$ cat src/hdl/bb3_pkg.sv
// Shared types, constants and codes for the 3x3 border-aware box blur.
package bb3_pkg;

    // Geometry limits
    localparam int MAX_WIDTH  = 256;
    localparam int HEIGHT_CAP = 256;
    localparam int DIM_MIN    = 3;

    // Field and counter widths
    localparam int PIX_W     = 8;
    localparam int CFG_W     = 9;
    localparam int CFG_IDX_W = 1;
    localparam int COL_W     = $clog2(MAX_WIDTH);
    localparam int W_W       = $clog2(MAX_WIDTH + 1);
    localparam int H_W       = $clog2(HEIGHT_CAP + 1);
    localparam int ROW_W     = $clog2(HEIGHT_CAP + 2);
    localparam int SUM_W     = $clog2(9 * 255 + 1);

    // Reciprocal constants for the divide by 6 and by 9
    localparam int RECIP_SHIFT = 16;
    localparam int RECIP_W     = 14;
    localparam int PROD_W      = SUM_W + RECIP_W;
    localparam int RECIP_6     = (65536 + 5) / 6;
    localparam int RECIP_9     = (65536 + 8) / 9;
    localparam int DIV4_SHIFT  = 2;

    // Request codes
    localparam logic OP_PIXEL = 1'b0;
    localparam logic OP_DRAIN = 1'b1;

    // Configuration register indexes
    localparam logic [CFG_IDX_W-1:0] CFG_FRAME_WIDTH  = 1'd0;
    localparam logic [CFG_IDX_W-1:0] CFG_FRAME_HEIGHT = 1'd1;

    // Divisor selection for the mean
    typedef enum logic [1:0] {
        DIV_4,
        DIV_6,
        DIV_9
    } div_t;

    // Input request payload
    typedef struct packed {
        logic             operation;
        logic [PIX_W-1:0] pixel_in;
    } bb3_in_t;

    // Result payload
    typedef struct packed {
        logic [PIX_W-1:0] pixel_out;
        logic             frame_last;
    } bb3_out_t;

    // Which neighbours of the output pixel lie inside the frame
    typedef struct packed {
        logic top_ok;
        logic bot_ok;
        logic left_ok;
        logic right_ok;
        logic last;
    } bb3_flags_t;

endpackage

$ cat src/hdl/bb3_line_store.sv
// Two line stores (rows above the input row) with read-modify-write and forwarding.
module bb3_line_store import bb3_pkg::*; (
    input  logic             aclk,
    input  logic             rd_en,
    input  logic [COL_W-1:0] rd_col,
    input  logic             wr_en,
    input  logic [COL_W-1:0] wr_col,
    input  logic [PIX_W-1:0] wr_pix,
    output logic [PIX_W-1:0] top_o,
    output logic [PIX_W-1:0] mid_o
);

    logic [PIX_W-1:0] upper_mem [MAX_WIDTH];
    logic [PIX_W-1:0] lower_mem [MAX_WIDTH];

    logic [PIX_W-1:0] upper_q_reg;
    logic [PIX_W-1:0] lower_q_reg;
    logic             fwd_reg;
    logic [PIX_W-1:0] fwd_top_reg;
    logic [PIX_W-1:0] fwd_mid_reg;

    // Column shifts up one row: middle row moves to upper, new pixel to lower
    always_ff @(posedge aclk) begin
        if (wr_en) begin
            upper_mem[wr_col] <= mid_o;
            lower_mem[wr_col] <= wr_pix;
        end
    end

    // Registered read; a write to the same column on the same edge is forwarded
    always_ff @(posedge aclk) begin
        if (rd_en) begin
            upper_q_reg <= upper_mem[rd_col];
            lower_q_reg <= lower_mem[rd_col];
            fwd_reg     <= wr_en && (wr_col == rd_col);
            fwd_top_reg <= mid_o;
            fwd_mid_reg <= wr_pix;
        end
    end

    assign top_o = fwd_reg ? fwd_top_reg : upper_q_reg;
    assign mid_o = fwd_reg ? fwd_mid_reg : lower_q_reg;

endmodule

$ cat src/hdl/bb3_window.sv
// 3x3 window registers and the masked neighbourhood sum.
module bb3_window import bb3_pkg::*; (
    input  logic             aclk,
    input  logic             shift_en,
    input  logic [PIX_W-1:0] top_i,
    input  logic [PIX_W-1:0] mid_i,
    input  logic [PIX_W-1:0] pix_i,
    input  logic             load_en,
    input  bb3_flags_t       flags_i,
    output logic [SUM_W-1:0] sum_o,
    output div_t             div_o
);

    logic [PIX_W-1:0] win_reg [3][3];
    logic [SUM_W-1:0] sum_reg;
    div_t             div_reg;
    logic [SUM_W-1:0] sum_next;
    div_t             div_next;

    // Window slides one column left; newest column enters on the right
    always_ff @(posedge aclk) begin
        if (shift_en) begin
            for (int r = 0; r < 3; r++) begin
                win_reg[r][0] <= win_reg[r][1];
                win_reg[r][1] <= win_reg[r][2];
            end
            win_reg[0][2] <= top_i;
            win_reg[1][2] <= mid_i;
            win_reg[2][2] <= pix_i;
        end
    end

    // Sum of in-frame neighbours around the centre column
    always_comb begin
        sum_next = '0;
        for (int r = 0; r < 3; r++) begin
            if ((r == 1) || (r == 0 && flags_i.top_ok) || (r == 2 && flags_i.bot_ok)) begin
                sum_next = sum_next + SUM_W'(win_reg[r][1]);
                if (flags_i.left_ok) begin
                    sum_next = sum_next + SUM_W'(win_reg[r][0]);
                end
                if (flags_i.right_ok) begin
                    sum_next = sum_next + SUM_W'(win_reg[r][2]);
                end
            end
        end
    end

    // Interior: nine; edge: six; corner: four
    always_comb begin
        priority if ((flags_i.top_ok && flags_i.bot_ok) &&
                     (flags_i.left_ok && flags_i.right_ok)) begin
            div_next = DIV_9;
        end else if (!(flags_i.top_ok && flags_i.bot_ok) &&
                     !(flags_i.left_ok && flags_i.right_ok)) begin
            div_next = DIV_4;
        end else begin
            div_next = DIV_6;
        end
    end

    always_ff @(posedge aclk) begin
        if (load_en) begin
            sum_reg <= sum_next;
            div_reg <= div_next;
        end
    end

    assign sum_o = sum_reg;
    assign div_o = div_reg;

endmodule

$ cat src/hdl/bb3_divide.sv
// Constant divide of the window sum and the result register.
module bb3_divide import bb3_pkg::*; (
    input  logic             aclk,
    input  logic             load_en,
    input  logic [SUM_W-1:0] sum_i,
    input  div_t             div_i,
    input  logic             last_i,
    output bb3_out_t         result_o
);

    logic [PROD_W-1:0] prod6;
    logic [PROD_W-1:0] prod9;
    logic [PIX_W-1:0]  quot;
    logic [PIX_W-1:0]  pixel_reg;
    logic              last_reg;

    // Multiply by rounded-up reciprocal; exact for sums this small
    always_comb begin
        prod6 = PROD_W'(sum_i) * PROD_W'(RECIP_6);
        prod9 = PROD_W'(sum_i) * PROD_W'(RECIP_9);
        unique case (div_i)
            DIV_4:   quot = PIX_W'(sum_i >> DIV4_SHIFT);
            DIV_6:   quot = prod6[RECIP_SHIFT +: PIX_W];
            DIV_9:   quot = prod9[RECIP_SHIFT +: PIX_W];
            default: quot = '0;
        endcase
    end

    always_ff @(posedge aclk) begin
        if (load_en) begin
            pixel_reg <= quot;
            last_reg  <= last_i;
        end
    end

    assign result_o.pixel_out  = pixel_reg;
    assign result_o.frame_last = last_reg;

endmodule

$ cat src/hdl/box_blur_3x3_border_aware.sv
// Top level: 3x3 border-aware box blur over a raster pixel stream.
//
// Requests enter on s_valid/s_ready with s_payload (operation, pixel_in);
// blurred pixels leave on m_valid/m_ready with m_payload (pixel_out,
// frame_last). A pixel request feeds the next source pixel; once all
// frame_width x frame_height pixels are in, frame_width + 1 drain requests
// flush the rest. Each result belongs to the source position frame_width + 1
// requests earlier, and the final one of a frame has frame_last set.
// Out-of-order requests (pixel after the frame is full, drain before it is)
// are accepted and dropped.
// Throughput: one request per cycle while the output is not stalled. The edge
// that accepts the request completing a result issues the line-store read;
// then window shift, sum and divide registers follow before m_valid rises.
// When m_ready is low the pipeline fills its bubbles first and then drops s_ready.
// Config writes (cfg_wr_en) clamp the size to 3..256 and restart the frame.
// Reset: size returns to 256 x 256, position to the frame start and the
// pipeline empties. The line stores are not cleared: rows above the frame
// never enter a mean, so no clearing pass is needed.
module box_blur_3x3_border_aware import bb3_pkg::*; (
    input  logic                 aclk,
    input  logic                 aresetn,
    input  logic                 s_valid,
    output logic                 s_ready,
    input  bb3_in_t              s_payload,
    output logic                 m_valid,
    input  logic                 m_ready,
    output bb3_out_t             m_payload,
    input  logic                 cfg_wr_en,
    input  logic [CFG_IDX_W-1:0] cfg_index,
    input  logic [CFG_W-1:0]     cfg_wr_data
);

    // Geometry and position
    logic [W_W-1:0]   width_reg, width_next;
    logic [H_W-1:0]   height_reg, height_next;
    logic [COL_W-1:0] col_reg, col_next;
    logic [ROW_W-1:0] row_reg, row_next;
    logic [W_W-1:0]   dim_clamped;

    // Pipeline
    logic             v1_reg, v2_reg, v3_reg, m_valid_reg;
    logic [COL_W-1:0] p1_col_reg;
    logic [PIX_W-1:0] p1_pix_reg;
    logic             p1_emit_reg;
    bb3_flags_t       p1_flags_reg;
    bb3_flags_t       f2_reg;
    logic             last3_reg;

    logic out_free, free3, free2, adv1, adv2, adv3;
    logic accept, enter, is_drain, frame_done, end_mode, emit, wrap;
    logic [ROW_W-1:0] h_ext, h_plus1;
    logic [W_W-1:0]   col_inc;
    bb3_flags_t       flags_s0;

    logic [PIX_W-1:0] top_px, mid_px;
    logic [SUM_W-1:0] sum3;
    div_t             div3;

    // Stage handshakes: each stage moves when the next one is free
    assign out_free = !m_valid_reg || m_ready;
    assign adv3     = v3_reg && out_free;
    assign free3    = !v3_reg || out_free;
    assign adv2     = v2_reg && free3;
    assign free2    = !v2_reg || free3;
    assign adv1     = v1_reg && free2;
    assign s_ready  = !v1_reg || free2;
    assign accept   = s_valid && s_ready;

    // Request decode and the output position it completes
    always_comb begin
        h_ext      = ROW_W'(height_reg);
        h_plus1    = h_ext + 1'b1;
        is_drain   = (s_payload.operation == OP_DRAIN);
        frame_done = (row_reg >= h_ext);
        enter      = accept && (is_drain ? frame_done : !frame_done);
        end_mode   = (col_reg == '0);
        emit       = (row_reg >= ROW_W'(2)) || ((row_reg == ROW_W'(1)) && !end_mode);
        col_inc    = W_W'(col_reg) + 1'b1;
        wrap       = (col_inc == width_reg);

        // Start of a row completes the end of the row two above
        flags_s0.top_ok   = end_mode ? (row_reg >= ROW_W'(3)) : (row_reg >= ROW_W'(2));
        flags_s0.bot_ok   = end_mode ? (row_reg <= h_ext) : (row_reg < h_ext);
        flags_s0.left_ok  = end_mode || (col_reg >= COL_W'(2));
        flags_s0.right_ok = !end_mode;
        flags_s0.last     = end_mode && (row_reg == h_plus1);
    end

    // Size clamp on write
    always_comb begin
        if (int'(cfg_wr_data) < DIM_MIN) begin
            dim_clamped = W_W'(DIM_MIN);
        end else if (int'(cfg_wr_data) > MAX_WIDTH) begin
            dim_clamped = W_W'(MAX_WIDTH);
        end else begin
            dim_clamped = W_W'(cfg_wr_data);
        end
    end

    // Geometry and position updates
    always_comb begin
        width_next  = width_reg;
        height_next = height_reg;
        col_next    = col_reg;
        row_next    = row_reg;
        if (cfg_wr_en) begin
            unique case (cfg_index)
                CFG_FRAME_WIDTH: width_next = dim_clamped;
                CFG_FRAME_HEIGHT: begin
                    if (int'(cfg_wr_data) > HEIGHT_CAP) begin
                        height_next = H_W'(HEIGHT_CAP);
                    end else begin
                        height_next = H_W'(dim_clamped);
                    end
                end
                default: width_next = width_reg;
            endcase
            col_next = '0;
            row_next = '0;
        end else if (enter) begin
            if (emit && flags_s0.last) begin
                col_next = '0;
                row_next = '0;
            end else if (wrap) begin
                col_next = '0;
                row_next = row_reg + 1'b1;
            end else begin
                col_next = col_reg + 1'b1;
            end
        end
    end

    // Control registers
    always_ff @(posedge aclk) begin
        if (!aresetn) begin
            width_reg   <= W_W'(MAX_WIDTH);
            height_reg  <= H_W'(HEIGHT_CAP);
            col_reg     <= '0;
            row_reg     <= '0;
            v1_reg      <= 1'b0;
            v2_reg      <= 1'b0;
            v3_reg      <= 1'b0;
            m_valid_reg <= 1'b0;
        end else begin
            width_reg  <= width_next;
            height_reg <= height_next;
            col_reg    <= col_next;
            row_reg    <= row_next;
            if (s_ready) begin
                v1_reg <= enter;
            end
            if (free2) begin
                v2_reg <= v1_reg && p1_emit_reg;
            end
            if (free3) begin
                v3_reg <= v2_reg;
            end
            if (out_free) begin
                m_valid_reg <= v3_reg;
            end
        end
    end

    // Pipeline payload
    always_ff @(posedge aclk) begin
        if (enter) begin
            p1_col_reg   <= col_reg;
            p1_pix_reg   <= is_drain ? '0 : s_payload.pixel_in;
            p1_emit_reg  <= emit;
            p1_flags_reg <= flags_s0;
        end
        if (adv1) begin
            f2_reg <= p1_flags_reg;
        end
        if (adv2) begin
            last3_reg <= f2_reg.last;
        end
    end

    bb3_line_store u_line_store (
        .aclk   (aclk),
        .rd_en  (enter),
        .rd_col (col_reg),
        .wr_en  (adv1),
        .wr_col (p1_col_reg),
        .wr_pix (p1_pix_reg),
        .top_o  (top_px),
        .mid_o  (mid_px)
    );

    bb3_window u_window (
        .aclk     (aclk),
        .shift_en (adv1),
        .top_i    (top_px),
        .mid_i    (mid_px),
        .pix_i    (p1_pix_reg),
        .load_en  (adv2),
        .flags_i  (f2_reg),
        .sum_o    (sum3),
        .div_o    (div3)
    );

    bb3_divide u_divide (
        .aclk     (aclk),
        .load_en  (adv3),
        .sum_i    (sum3),
        .div_i    (div3),
        .last_i   (last3_reg),
        .result_o (m_payload)
    );

    assign m_valid = m_valid_reg;

`ifndef SYNTHESIS
    // Column position always lies inside the active row
    a_col_in_row: assert property (@(posedge aclk) disable iff (!aresetn)
        W_W'(col_reg) < width_reg)
        else $error("column position beyond frame width");

    // Row position never passes the final drain row
    a_row_bound: assert property (@(posedge aclk) disable iff (!aresetn)
        row_reg <= h_plus1)
        else $error("row position beyond drain row");

    // The request completing the frame restarts the position
    a_frame_restart: assert property (@(posedge aclk) disable iff (!aresetn)
        (enter && emit && flags_s0.last && !cfg_wr_en) |=> (row_reg == '0 && col_reg == '0))
        else $error("position not cleared after last output");
`endif

endmodule
$ cat config.mk
export PLATFORM = sky130hd
export DESIGN_NAME = box_blur_3x3_border_aware
export DESIGN_NICKNAME = d
export VERILOG_FILES = /design/src/hdl/bb3_pkg.sv /design/src/hdl/bb3_line_store.sv /design/src/hdl/bb3_window.sv /design/src/hdl/bb3_divide.sv /design/src/hdl/box_blur_3x3_border_aware.sv
export SDC_FILE = /design/constraint.sdc
export NUM_CORES = 2
export LEC_CHECK = 0
export ABC_AREA = 1
export ABC_CLOCK_PERIOD_IN_PS = 10000
export BUFFER_PORTS_ARGS = -buffer_cell sky130_fd_sc_hd__buf_2
export CAP_MARGIN = 15
export CORE_MARGIN = 10
export CORE_UTILIZATION = 63
export DETAILED_ROUTE_END_ITERATION = 8
export PLACE_DENSITY_LB_ADDON = 0.08
export SLEW_MARGIN = 30
export SYNTH_ARGS = -nofsm -noshare
export SYNTH_HDL_FRONTEND = slang
export SYNTH_MEMORY_MAX_BITS = 65536
export SYNTH_SLANG_ARGS = --single-unit
$ cat constraint.sdc
create_clock -name aclk -period 10 [get_ports aclk]
set_input_delay 0 -clock aclk [delete_from_list [all_inputs] [get_ports aclk]]
set_output_delay 0 -clock aclk [all_outputs]
set_load 0.01 [all_outputs]
-- After elaboration in Yosys (flattened, before gate mapping)
Memory sizes are Yosys's and may differ from the RTL's. A register that Yosys moved wholly into a read port is not among the register bits.
Cells that the tools add are included.
- bits in registers: 107
- bits in writable memories: 4168
- output and inout port bits: 11
- logic and storage cells: 123
- memories kept: 3
- add/sub/neg operators: 12
- multiply operators: 2
- $lt $le $gt $ge: 8
- equality and inequality tests: 6
- multiplexer cells: 26
- bitwise operators: 2
- reductions and logical operators: 35
- memories (memory ; depth ; bits a word ; read ports ; clocked after memory_dff ; write ports ; line ; text):
    u_line_store.lower_mem ; 256 ; 8 ; 1 ; 1 ; 1 ; bb3_line_store.sv:14 ; logic [PIX_W-1:0] lower_mem [MAX_WIDTH];
    u_line_store.upper_mem ; 256 ; 8 ; 1 ; 1 ; 1 ; bb3_line_store.sv:13 ; logic [PIX_W-1:0] upper_mem [MAX_WIDTH];
    u_window.win_reg ; 3 ; 24 ; 3 ; 0 ; 3 ; bb3_window.sv:14 ; logic [PIX_W-1:0] win_reg [3][3];
- operators by type and width (kind ; count):
    $mux W12 ; 10
    $add A12 B8 Y12 ; 7
    $mux W9 ; 5
    $mux W8 ; 4
    $mul A12 B14 Y24 const B ; 1
    $pmux W8 S3 ; 1
    $mul A12 B12 Y23 const B ; 1
    $add A9 B1 Y9 const B ; 2
    $eq A9 B9 Y1 ; 2
    $ge A9 B2 Y1 const B ; 2
    $logic_and A1 B1 Y1 ; 14
    $add A8 B1 Y9 const B ; 1
    $add A8 B8 Y9 ; 1
    $eq A9 B1 Y1 const B ; 1
    $ge A9 B9 Y1 ; 1
    $gt A9 B9 Y1 const B ; 1
    $le A9 B9 Y1 ; 1
    $lt A9 B2 Y1 const B ; 1
    $lt A9 B9 Y1 ; 1
    $add A8 B1 Y8 const B ; 1
    $eq A8 B8 Y1 ; 1
    $ge A8 B2 Y1 const B ; 1
    $logic_not A1 Y1 ; 8
    $logic_not A8 Y1 ; 1
    other kinds (9) ; 22

-- Logic depth before layout (Yosys ltp)
An unclocked memory read counts as a cell.
- depth after elaboration: 19
- gate-level depth with buffers: 50

-- Modules after synthesis
A second synthesis with hierarchy kept.
- cell total of the unflattened synthesis: 15670
- area, all modules: 182052.1 um^2
- by module, submodules not included (module ; instances ; cells each ; area each (um^2) ; sequential area each (um^2)):
    bb3_line_store ; 1 ; 13635 ; 166110.6 ; 123988.9
    bb3_window ; 1 ; 736 ; 6409.9 ; 2582.5
    bb3_divide ; 1 ; 772 ; 5704.2 ; 270.3
    box_blur_3x3_border_aware ; 1 ; 527 ; 3827.4 ; 1621.6

-- Worst setup path after synthesis
Ideal clock, no wire load.
- path type: reg-to-reg
- start point: register f2_reg[2] (netlist name)
- end point: register u_window.sum_reg[11] (netlist: u_window.sum_o[11]), data pin
- library setup time: 254 ps
- data arrival time: 7293 ps
- data required time: 9746 ps
- slack: 2453 ps
- cell stages (with the launch flop): 48
- path buffers: 2
- clock period less this slack: 7547 ps
- cell sequence: edfxtp_1 inv_2 clkbuf_1 clkbuf_1 nand2_1 nand2_1 ha_1 inv_1 fa_1 o21ai_0 fa_1 inv_1 fa_1 o21ai_0 inv_1 fa_1 inv_1 nand2_1 [... 12 more ...] nand2_1 nand2_1 o21ai_0 ha_1 a21oi_1 o21ai_0 nand2_1 nand2_1 a21oi_1 nor2_1 o21ai_0 inv_1 nand2_1 nor2_1 nand3_1 nand2_1 nand3_1 nand2_1
- longest elaborated chain between the ends: 17
- RTL lines (element ; line ; text):
    start, declared ; box_blur_3x3_border_aware.sv:46 ; bb3_flags_t f2_reg;
    start signal, assigned ; box_blur_3x3_border_aware.sv:173 ; f2_reg <= p1_flags_reg;
    $mux W12 ; bb3_window.sv:39 ; if (flags_i.left_ok) begin
    $mux W12 ; bb3_window.sv:37 ; if ((r == 1) || (r == 0 && flags_i.top_ok) || (r == 2 && flags_i.bot_ok)) begin
    $add A12 B8 Y12 ; bb3_window.sv:43 ; sum_next = sum_next + SUM_W'(win_reg[r][2]);
    $mux W12 ; bb3_window.sv:42 ; if (flags_i.right_ok) begin
    $mux W12 ; bb3_window.sv:37 ;
    $add A12 B8 Y12 ; bb3_window.sv:38 ; sum_next = sum_next + SUM_W'(win_reg[r][1]);
    $add A12 B8 Y12 ; bb3_window.sv:40 ; sum_next = sum_next + SUM_W'(win_reg[r][0]);
    $mux W12 ; bb3_window.sv:39 ;
    [... 2 more ...] ; n/a ;
    $add A12 B8 Y12 ; bb3_window.sv:38 ;
    $add A12 B8 Y12 ; bb3_window.sv:40 ;
    $mux W12 ; bb3_window.sv:39 ;
    $mux W12 ; bb3_window.sv:37 ;
    $add A12 B8 Y12 ; bb3_window.sv:43 ;
    $mux W12 ; bb3_window.sv:42 ;
    $mux W12 (*) ; bb3_window.sv:37 ;
    named net u_window.sum_next[11] ; bb3_window.sv:17 ; logic [SUM_W-1:0] sum_next;
    end signal, assigned ; bb3_window.sv:64 ; sum_reg <= sum_next;
    end, declared ; bb3_window.sv:15 ; logic [SUM_W-1:0] sum_reg;
The timed path passes the listed nets; every way through them passes the cells marked *. The select of a mux whose other input is x is not followed.
A chain may end at the register's enable or synchronous reset.

==> summary.md <==
| Metric | Value |
|---|---|
| Outcome | `finished clean` |
| I/O pins | `35` |
| H-tree depth | `5` |
| DRC violations left | `0` |
| WL final | `499000 um` |
| Detail Route Antenna Nets | `0` |
| Sw Share | `a little under a quarter` |
| Placer congestion estimate | `0.860` |
| Primary FF master, synth | `edfxtp_1` |
| Layout area overhead | `11.4%` |
| Initial antenna violation count | `20` |
| PD cells | `199 mW/mm^2` |
| Final min period | `8650 ps` |
| Synthesized area per cell | `13.1 um^2` |
| Worst Max-Slew Pin Slew | `1100 ps` |
| Hold crit path type | `input pin to register` |
| Critical path endpoint category | `register` |
| Final Hold Viols | `0` |
| Post-synth net total | `13700` |
| Worst vdd ir | `0.166 mV` |
| Max-slew violations | `0` |
| Synth warn | `0` |
| RSZ-0062 raised after global routing | `no` |
| Synthesized area | `approximately 0.17 mm^2` |
| All-Layer GR Usage | `32.2%` |
| Vias per inst | `6.65` |
| Synth Register Bits | `4291` |
| Highest Clock Rate | `~0.12 GHz` |
| Largest net degree at the start of global routing | `201` |
| Total CTS buffers | `425` |
| Nets | `roughly 14000` |
| Rel. slew slack | `26.8%` |
| RR Startpoint | `u_window.win_reg[0][8]` |
| Vias in the first global route | `110000` |
| Initial DRC Count | `17600` |
| Crit. Startpoint | `u_window.win_reg[0][8]` |
| Die H | `547 um` |
| Required time of the critical path | `10740 ps` |
| Hold Startpoint | `cfg_wr_data[3]` |
| # clock sinks | `4291` |
| Final setup TNS | `0 ps` |
| Crit-path max FO | `4` |
| Initial cell density of the core | `63.3%` |
| Internal power | `29.9 mW` |
| Cell count after synthesis | `roughly 13000` |
| Worst Path Buf+Inv | `7` |
| MaxCap Viol Count | `0` |
| Crit Path Class | `register to register` |
| Grt total ovfl | `0` |
| Distinct cells, synth | `63` |
| Clk Latency, worst-skew pair | `990 ps` |
| Drt wl/cell | `28.5 um` |
| Leakage | `~65 nW` |
| Placed wire-length estimate | `approximately 270000 um` |
| Sequential fraction of the synthesis area | `73.4%` |
| Post_cts resized | `0` |
| Crit start category | `register` |
| Clock power frac | `40.8%` |
| CTS tree | `done` |
| Buffers on Ports | `34` |
| Detailed Routing Iterations Pass 1 | `6` |
| Combinational power share | `~7.7%` |
| Critical Path Slowest Stage Cell | `fa_1` |
| Clk_skew | `around 55 ps` |
| Most common cell on crit path | `nand2_1` |
| Post-synth ARST share | `0%` |
| Clock root buffer | `clkbuf_16` |
| Critical path data arrival time | `around 9400 ps` |
| First-pass GRT wire length | `around 730000 um` |
| Final period util | `86.5%` |
| Cell Rows | `193` |
| Die width | `547 um` |
| Clock Path Buffers | `4` |
| Worst hold slack | `slightly above 70 ps` |
| Delay-heaviest family, CP | `adder cells` |
| Die area | `about 0.3 mm^2` |
| Clk slew on worst S/H paths | `roughly 60 ps` |
| Post-synth EDFFs | `~4300` |
| Seq pwr share | `51.5%` |
| Share of cells above drive strength 1 | `8.63%` |
| NetSw | `8.96 mW` |
| Vias after detailed routing | `116000` |
| Max stage delay on crit path | `between 500 and 600 ps` |
| Final Setup Violations | `0` |
| Core area | `~0.28 mm^2` |
[worst register-to-register path, delay by kind of cell (launching register included)]
family                     cells  cell delay (ps)
buffers and inverters          7              580
adders and majority gates      9             3500
and+or+nand+nor               15             1030
xor gates and xnor gates       1              210
AOI/OAI and AO/OA             13             2660
DFF                            1              420
[per-layer routing]
layer  vias up  track usage [%]  wire [um]
met5         -                0         82
met4        14             13.6      23600
li1      50200                -          -
met1     57600             45.9     190000
met3      1018             6.91      59000
met2      7366             48.8     226000
[per-stage QoR]
step	utilization [%]	cell area, um^2	std cells	worst slack [ps]	total power [mW]
after detailed placement	65.2	180000	16600	1340	23.3
final	70.5	195000	17500	1350	38.9
after global placement	65.1	180000	16600	1200	23.2
after CTS	70.4	195000	17500	1330	38.9
after floorplan	-	175000	13400	2450	22.3
after global routing	70.5	195000	17500	521	40.0
[what timing repair did]
| action | 4_1_cts | 5_1_grt |
|---|---|---|
| hold endpoints to repair | 56 | 0 |
| buffers inserted | 0 | 0 |
| hold buffers | 66 | 0 |
[layout make-up]
| type | count | area [um^2] |
|---|---|---|
| tap | 3705 | 4640 |
| clock buffer | 520 | 11000 |
| sequential | 4291 | 128000 |
| inverter | 292 | 1130 |
| fill | 18300 | 81700 |
| clock inverter | 263 | 2750 |
| timing repair buffer | 523 | 4600 |
| multi-input combinational | 7878 | 42200 |
| antenna | 7 | 17.5 |
[power groups by stage]
stage	Combinational [mW]	Sequential, mW	Clock (mW)
2_1_floorplan	1.81	20.5	0
3_3_place_gp	2.83	20.4	0
3_5_place_dp	2.90	20.4	0
4_1_cts	2.94	20.0	15.9
5_1_grt	3.28	20.0	16.7
6_report	3.00	20.0	15.8
[final timing paths]
check | end | slack (ps) | cells past startpoint
worst max-delay path | u_window.sum_o[11] | 1350 | 45
worst min-delay path | h_ext[3] | 70 | 6
worst max register to register | u_window.sum_o[11] | 1350 | 45
worst min register to register | f2_reg[1] | 430 | 0
[cells by family after synthesis]
kind of cell | after synthesis | share of synthesized area, %
adders and majority gates | 289 | 2.41
buffers and inverters | 1218 | 2.68
xor gates and xnor gates | 63 | 0.315
muxes | 16 | 0.103
and+or+nand+nor | 3763 | 8.63
AOI/OAI and AO/OA | 3747 | 12.4
DFF | 4291 | 73.4
[Yosys cell counts, drive strengths merged (39+ instances only)]
cell type  instances  area, um^2
nand3            401        2060
o211ai           134        1010
fa                79        1580
o221ai           381        3340
o22ai            650        4070
inv              289        1090
clkbuf           819        3070
a31oi             66         413
o21ai           2165       10800
nand2            801        3090
ha               210        2630
buf              107         513
edfxtp          4252      128000
dfxtp             39         781
xor2              42         368
nand4             55         359
a21oi            252        1270
nor2            2446        9220
[cell usage in the layout, fill, tap and decap left out, drive strengths merged, types with 8 or more instances in the layout]
| master | synthesis | final |
|---|---|---|
| clkbuf | 819 | 520 |
| bufinv | 0 | 48 |
| clkinvlp | 0 | 12 |
| o31ai | 9 | 9 |
| nand3b | 9 | 9 |
| o221ai | 381 | 381 |
| or2 | 10 | 10 |
| a221oi | 22 | 22 |
| ha | 210 | 210 |
| inv | 289 | 302 |
| dlygate4sd3 | 0 | 66 |
| nand2 | 801 | 801 |
| xnor2 | 21 | 21 |
| nor4 | 8 | 8 |
| buf | 107 | 457 |
| xor2 | 42 | 42 |
| o21ai | 2165 | 2165 |
| a211oi | 11 | 11 |
| edfxtp | 4252 | 4252 |
| nor2 | 2446 | 2446 |
| a31oi | 66 | 66 |
| nor3 | 28 | 28 |
| o211ai | 134 | 134 |
| fa | 79 | 79 |
| nand3 | 401 | 401 |
| clkinv | 3 | 193 |
| o22ai | 650 | 650 |
| a21oi | 252 | 252 |
| mux2 | 16 | 16 |
| nand4 | 55 | 55 |
| dfxtp | 39 | 39 |
No activity file was read; power rests on OpenSTA's default activity.
